--- src/design/sspq_pkg.sv ---
// Shared types and codes for the stable sorted priority queue.
package sspq_pkg;

  localparam int unsigned DefCapacity = 16;
  localparam int unsigned DataW       = 32;
  localparam int unsigned StatusW     = 2;
  localparam int unsigned OccW        = 5;

  localparam logic MODE_INSERT = 1'b0;
  localparam logic MODE_REMOVE = 1'b1;

  localparam logic [StatusW-1:0] STATUS_INSERTED  = 2'd0;
  localparam logic [StatusW-1:0] STATUS_REMOVED   = 2'd1;
  localparam logic [StatusW-1:0] STATUS_UNDERFLOW = 2'd2;
  localparam logic [StatusW-1:0] STATUS_FULL      = 2'd3;

  typedef struct packed {
    logic signed [DataW-1:0] item;
    logic signed [DataW-1:0] prio;
  } sspq_entry_t;

  // Operation broadcast to every cell of the chain.
  typedef struct packed {
    logic        ins;
    logic        del;
    sspq_entry_t fresh;
  } sspq_op_t;

endpackage

--- src/design/sspq_cell.sv ---
// One storage cell of the sorted shift chain.
module sspq_cell (
  input  logic                 clk_i,
  input  sspq_pkg::sspq_op_t   op_i,
  input  logic                 occupied_i,
  input  logic                 left_le_i,
  input  sspq_pkg::sspq_entry_t left_i,
  input  sspq_pkg::sspq_entry_t right_i,
  output logic                 le_o,
  output sspq_pkg::sspq_entry_t entry_o
);

  sspq_pkg::sspq_entry_t entry_q, entry_d;

  // Cell stays ahead of the new entry when its priority is not larger.
  assign le_o    = occupied_i && (entry_q.prio <= op_i.fresh.prio);
  assign entry_o = entry_q;

  always_comb begin
    entry_d = entry_q;
    if (op_i.ins && !le_o) begin
      // First cell past the run of smaller-or-equal entries takes the new one.
      entry_d = left_le_i ? op_i.fresh : left_i;
    end else if (op_i.del) begin
      entry_d = right_i;
    end
  end

  always_ff @(posedge clk_i) begin
    entry_q <= entry_d;
  end

endmodule

--- src/design/stable_sorted_priority_queue_top.sv ---
// Top level of the stable sorted priority queue: a chain of cells kept sorted by priority.
//
// The queue holds up to CAPACITY entries in a row of cells, front entry in the
// first cell. Every cell compares its priority with an incoming one in parallel
// and then either holds, takes the new entry, or takes a neighbor's entry, so
// an insert or a remove updates the whole row at once, and the block accepts
// one beat per cycle whenever the output register is free or being drained.
// The result is registered into the output register when the input beat is
// accepted. Equal priorities leave in arrival order. Removing from an empty
// queue reports underflow with item zero; inserting into a full queue is
// refused with the full status and no change to the contents. Occupancy is
// the count after the operation, truncated to 5 bits.
module stable_sorted_priority_queue_top #(
  parameter int unsigned CAPACITY = sspq_pkg::DefCapacity
) (
  input  logic        clk_i,
  input  logic        rst_ni,
  input  logic        s_axis_tvalid,
  output logic        s_axis_tready,
  input  logic [63:0] s_axis_tdata,   // item_in [31:0], prio_in [63:32]
  input  logic        s_axis_tuser,   // mode [0]
  output logic        m_axis_tvalid,
  input  logic        m_axis_tready,
  output logic [39:0] m_axis_tdata,   // item_out [31:0], occupancy [36:32], zero [39:37]
  output logic [1:0]  m_axis_tuser    // status [1:0]
);

  localparam int unsigned CountW = $clog2(CAPACITY + 1);

  logic                          in_fire;
  logic                          is_full, is_empty;
  logic [CountW-1:0]             count_q, count_d;
  logic                          out_valid_q;
  logic [sspq_pkg::DataW-1:0]    out_item_q;
  logic [sspq_pkg::StatusW-1:0]  out_status_q;
  logic [sspq_pkg::OccW-1:0]     out_occ_q;
  logic [sspq_pkg::DataW-1:0]    res_item;
  logic [sspq_pkg::StatusW-1:0]  res_status;
  sspq_pkg::sspq_op_t            op;
  sspq_pkg::sspq_entry_t         entries [CAPACITY];
  logic                          le      [CAPACITY];

  assign s_axis_tready = !out_valid_q || m_axis_tready;
  assign in_fire       = s_axis_tvalid && s_axis_tready;
  assign is_full       = (count_q == CountW'(CAPACITY));
  assign is_empty      = (count_q == '0);

  always_comb begin
    op.fresh.item = s_axis_tdata[31:0];
    op.fresh.prio = s_axis_tdata[63:32];
    op.ins        = in_fire && (s_axis_tuser == sspq_pkg::MODE_INSERT) && !is_full;
    op.del        = in_fire && (s_axis_tuser == sspq_pkg::MODE_REMOVE) && !is_empty;
  end

  always_comb begin
    count_d    = count_q;
    res_item   = '0;
    res_status = sspq_pkg::STATUS_INSERTED;
    unique case (s_axis_tuser)
      sspq_pkg::MODE_INSERT: begin
        if (is_full) begin
          res_status = sspq_pkg::STATUS_FULL;
        end else begin
          count_d = count_q + CountW'(1);
        end
      end
      sspq_pkg::MODE_REMOVE: begin
        if (is_empty) begin
          res_status = sspq_pkg::STATUS_UNDERFLOW;
        end else begin
          res_status = sspq_pkg::STATUS_REMOVED;
          res_item   = entries[0].item;
          count_d    = count_q - CountW'(1);
        end
      end
      default: begin
        res_status = sspq_pkg::STATUS_INSERTED;
      end
    endcase
  end

  for (genvar i = 0; i < CAPACITY; i++) begin : g_cell
    logic                  occupied;
    logic                  left_le;
    sspq_pkg::sspq_entry_t left_e, right_e;

    assign occupied = (CountW'(i) < count_q);

    if (i == 0) begin : g_head
      assign left_le = 1'b1;
      assign left_e  = op.fresh;
    end else begin : g_body
      assign left_le = le[i-1];
      assign left_e  = entries[i-1];
    end

    if (i == CAPACITY - 1) begin : g_tail
      assign right_e = entries[i];
    end else begin : g_mid
      assign right_e = entries[i+1];
    end

    sspq_cell u_cell (
      .clk_i      (clk_i),
      .op_i       (op),
      .occupied_i (occupied),
      .left_le_i  (left_le),
      .left_i     (left_e),
      .right_i    (right_e),
      .le_o       (le[i]),
      .entry_o    (entries[i])
    );
  end

  always_ff @(posedge clk_i or negedge rst_ni) begin
    if (!rst_ni) begin
      count_q     <= '0;
      out_valid_q <= 1'b0;
    end else begin
      if (in_fire) begin
        count_q     <= count_d;
        out_valid_q <= 1'b1;
      end else if (m_axis_tready) begin
        out_valid_q <= 1'b0;
      end
    end
  end

  always_ff @(posedge clk_i) begin
    if (in_fire) begin
      out_item_q   <= res_item;
      out_status_q <= res_status;
      out_occ_q    <= sspq_pkg::OccW'(count_d);
    end
  end

  assign m_axis_tvalid = out_valid_q;
  assign m_axis_tdata  = {3'b000, out_occ_q, out_item_q};
  assign m_axis_tuser  = out_status_q;

endmodule
--- config.mk ---
export PLATFORM = sky130hd
export DESIGN_NAME = stable_sorted_priority_queue_top
export DESIGN_NICKNAME = d
export VERILOG_FILES = /design/src/design/sspq_pkg.sv /design/src/design/sspq_cell.sv /design/src/design/stable_sorted_priority_queue_top.sv
export SDC_FILE = /design/constraint.sdc
export NUM_CORES = 2
export LEC_CHECK = 0
export BUFFER_PORTS_ARGS = -buffer_cell sky130_fd_sc_hd__buf_2
export CAP_MARGIN = 20
export CORE_ASPECT_RATIO = 0.8
export CORE_UTILIZATION = 48
export CTS_CLUSTER_SIZE = 8
export DETAILED_ROUTE_END_ITERATION = 8
export PLACE_DENSITY = 0.64
export SYNTH_ARGS = -nofsm -noshare
export SYNTH_HDL_FRONTEND = slang
export SYNTH_SLANG_ARGS = --single-unit
--- constraint.sdc ---
create_clock -name clk_i -period 8.7 [get_ports clk_i]
set_input_delay 2.175 -clock clk_i [delete_from_list [all_inputs] [get_ports clk_i]]
set_output_delay 2.175 -clock clk_i [all_outputs]
set_load 0.02 [all_outputs]
==> impl_results.md <==
- Number of top-level pins: 113
- Vias per inst: 6.55
- Maximum fanout encountered on the critical timing path: 51
- Via count of the first global-routing pass: 47.6k
- Hold path start: g_cell[15].u_cell.entry_o[49]
- Share of synthesized area occupied by flip-flops and latches: 48.6%
- Endpoints failing hold: 0
- Effective utilization at floorplan: 48.5%
- Kind of cell adding the most delay to the critical path: simple AND/OR/NAND/NOR gates
- Routability congestion estimate from global placement: 0.950
- Most common library cell in the layout ignoring fill and taps: edfxtp_1
- Worst Path Required: 9.15 ns
- Startpoint-to-endpoint class of the critical path: primary input to flop
- Unique masters post-synth: 77
- Cell area after placement: 68300 um^2
- Routed wire length per instance: 28.3 um
- Delay contributed by the slowest stage of the critical path: 0.94 ns
- Worst setup SP type: primary input
- Inserted Clock Buffers: 152
- Switching part of the total: 37.0%
- Cell-internal power: 13.2 mW
- Proportion of power drawn by combinational gates: 36.5%
- DR pass1 iterations: 6
- Largest net degree at the start of global routing: 129
- Area taken by multi-input logic gates: 32000 um^2
- Total Nets Final: 6326
- CTS Root Buffer Type: clkbuf_16
- Fill cells: 11.7k
- Worst-path cell chain: buf_2, inv_1, ha_1, nand4_1, nor3_1, a221o_1, a211oi_1, nor2_1, o31ai_4, and2_4, nand2b_4, buf_4
- CTS Hold Buffers Added: 0
- Cell with the biggest individual delay on the critical path: nand2b_4
- Min Clock Period, post-route: 7.08 ns
- Clock latency reported for the late side of the worst-skew pair: 0.80 ns
- Final instance area: 72500 um^2
- Share of synthesized registers carrying an async set or reset: 0.561%
- Dominant synthesized flop cell: edfxtp_1
- Congestion Overflow GR: 0
- Static Leak: 29.6 nW
- Post-detailed-routing wire length: 214000 um
- Core area: 136000 um^2
- Total power divided by cell area: 289 nW/um^2
- Mapped cell area: 66100 um^2
- Gr usage total: 30.2%
- WP buf/inv: 3
- Area of the die: 139000 um^2
- Share of cells above drive strength 1: 13.5%
- Count of endpoints failing setup in the final report: 0
- Wire length of the first global-routing pass: 317000 um
- Register Area: 32100 um^2
- Worst flop-to-flop path startpoint: g_cell[3].u_cell.entry_o[27]
- Net switching power figure: 7.76 mW
- Classification of the worst-slack hold path: flop to flop
- Register bit total from synthesis: 1069
- CTS max path bufs: 3
- Run status: finished clean
- Initial antenna violation count: 8
- Die width: 417 um
- Die Span Y: 334 um
- Number of violations reported at the end of detailed-routing iteration 0: 6166
- Standard-cell row count: 121
- Transition at the pin with the smallest max-transition slack: 1.35 ns
- RSZ-0062 raised after global routing: false
- CTS clk-pin slew, worst paths: 0.05 ns
- Seq pwr share: 37.5%
- Number of cells upsized or downsized after cts: 0
- Clock network fraction of design power: 26.0%
- Worst-case headroom to the max-slew limit: 8.84%
- Crit. Startpoint: s_axis_tdata[63]
- Overall via count from detail_route: 49.6k
- Maximum clock frequency: 141 MHz
- Total Neg Setup Slack: 0 ns
- Worst setup EP type: flop
- DPL Wire Length: 140000 um
- Antenna viol nets, final: 0
- Max Clock Skew: 0.0393 ns
- Setup repair bufs after CTS: 0
- Signal arrival time at the worst endpoint: 7.53 ns
- Total number of yosys warnings: 0
- Count of clock tree sinks: 1069
- Number of enable flip-flop cells after synthesis: 1063
- Share of the clock period used by the worst path: 81.4%
- Final hold slack: 0.538 ns
- Clock tree from TritonCTS: yes
- Port Buf Inserts: 109
- DRC: 0
- Commonest cells after routing, fill and taps aside: edfxtp_1 (1063), a21oi_1 (813), mux2i_1 (742)
- Average footprint of a synthesized cell: 11.4 um^2
- Max-cap violations: 0
- IR Drop Worst-Case VDD: 0.000424 V
- Post-Syn Instances: 5773
- P&R area growth vs syn: 9.69%
- Clock H-tree levels: 4
- Max-slew violations: 0
power by group through the flow:
stage,logic [mW],registers (mW),clock network (mW)
after floorplan,5.40,7.64,0
after global placement,7.30,7.91,0
after detailed placement,7.46,7.92,0
after CTS,7.49,7.83,5.51
after global routing,8.17,7.94,5.68
final,7.65,7.87,5.46
sequential cells by signal, summed over array words and instances (netlist names):
register	cells
m_axis_tvalid	1
out_item_q	32
count_q	5
g_cell.u_cell.entry_o	1024
m_axis_tuser	2
out_occ_q	5
routing by layer:
layer	up-vias	GRT usage [%]	wire length (um)
met5	-	0	31
met2	2708	41.5	86400
li1	22000	-	-
met1	24600	45.9	97300
met4	6	9.65	5870
met3	350	7.76	24500
cell usage after synthesis, types with 19 or more instances:
cell | n | area [um^2]
buf_4 | 35 | 263
nand4_1 | 121 | 757
nand3_1 | 41 | 205
buf_2 | 87 | 435
inv_1 | 69 | 259
a21o_1 | 29 | 218
nor4_1 | 19 | 119
mux2_4 | 117 | 1760
ha_1 | 515 | 6440
and3_1 | 40 | 250
a211oi_1 | 19 | 143
nand2_1 | 451 | 1690
a21oi_1 | 815 | 4080
nor2b_1 | 26 | 163
edfxtp_1 | 1063 | 31900
a31oi_1 | 68 | 425
clkbuf_1 | 262 | 983
mux2_1 | 56 | 631
mux2_2 | 206 | 2320
o211ai_1 | 22 | 165
nor3_1 | 48 | 240
mux2i_1 | 742 | 7430
o21ai_0 | 529 | 2650
nor2_1 | 183 | 687
worst paths after layout:
kind                       depth (start not counted)  slack, ns                            end
setup / recovery                                  12       1.62   g_cell[1].u_cell.entry_o[12]
hold / removal                                     1       0.54  g_cell[14].u_cell.entry_o[49]
setup reg to reg                                  10       3.48   g_cell[3].u_cell.entry_o[38]
hold reg to reg                                    1       0.54  g_cell[14].u_cell.entry_o[49]
max in group asynchronous                          1       7.24                     count_q[2]
min in group asynchronous                          1       1.26                  m_axis_tvalid
worst register-to-register path, delay by kind of cell, from the launching register on:
family,cells,cell delay [ns]
AOI/OAI and AO/OA,3,0.67
and+or+nand+nor,4,2.09
buffers and inverters,2,1.34
DFF,1,0.45
adders and majority gates,1,0.35
per-stage QoR:
stage	setup slack (ns)	power, mW	utilization, %	cells
after floorplan	0.885	13.0	-	5775
after global placement	0.928	15.2	50.1	7365
after detailed placement	1.14	15.4	50.1	7367
after CTS	1.98	20.8	53.1	7564
after global routing	1.52	21.8	53.2	7569
final	1.62	21.0	53.2	7572
logic make-up (layout without fill, tap and decap cells):
kind of cell	Yosys count	count (layout)	synth area share, %
compound gates	1585	1585	12.9
xor+xnor	5	5	0.0663
fa+ha+maj	515	515	9.76
buf+inv	493	503	3.51
flops	1069	1069	48.6
mux	1121	1121	18.4
other cells	1	7	0.00568
simple gates	984	984	6.85
area by class of cell:
cell class              count  share of cell area, %
inverters                  70                  0.363
diodes                      4                 0.0138
clock buffers             186                   5.51
repair buffers            236                   2.38
clock inverters            11                  0.166
multi-input cells        4213                   44.2
well taps                1783                   3.08
flip-flops and latches   1069                   44.3
Power figures use the tool's default switching activity.
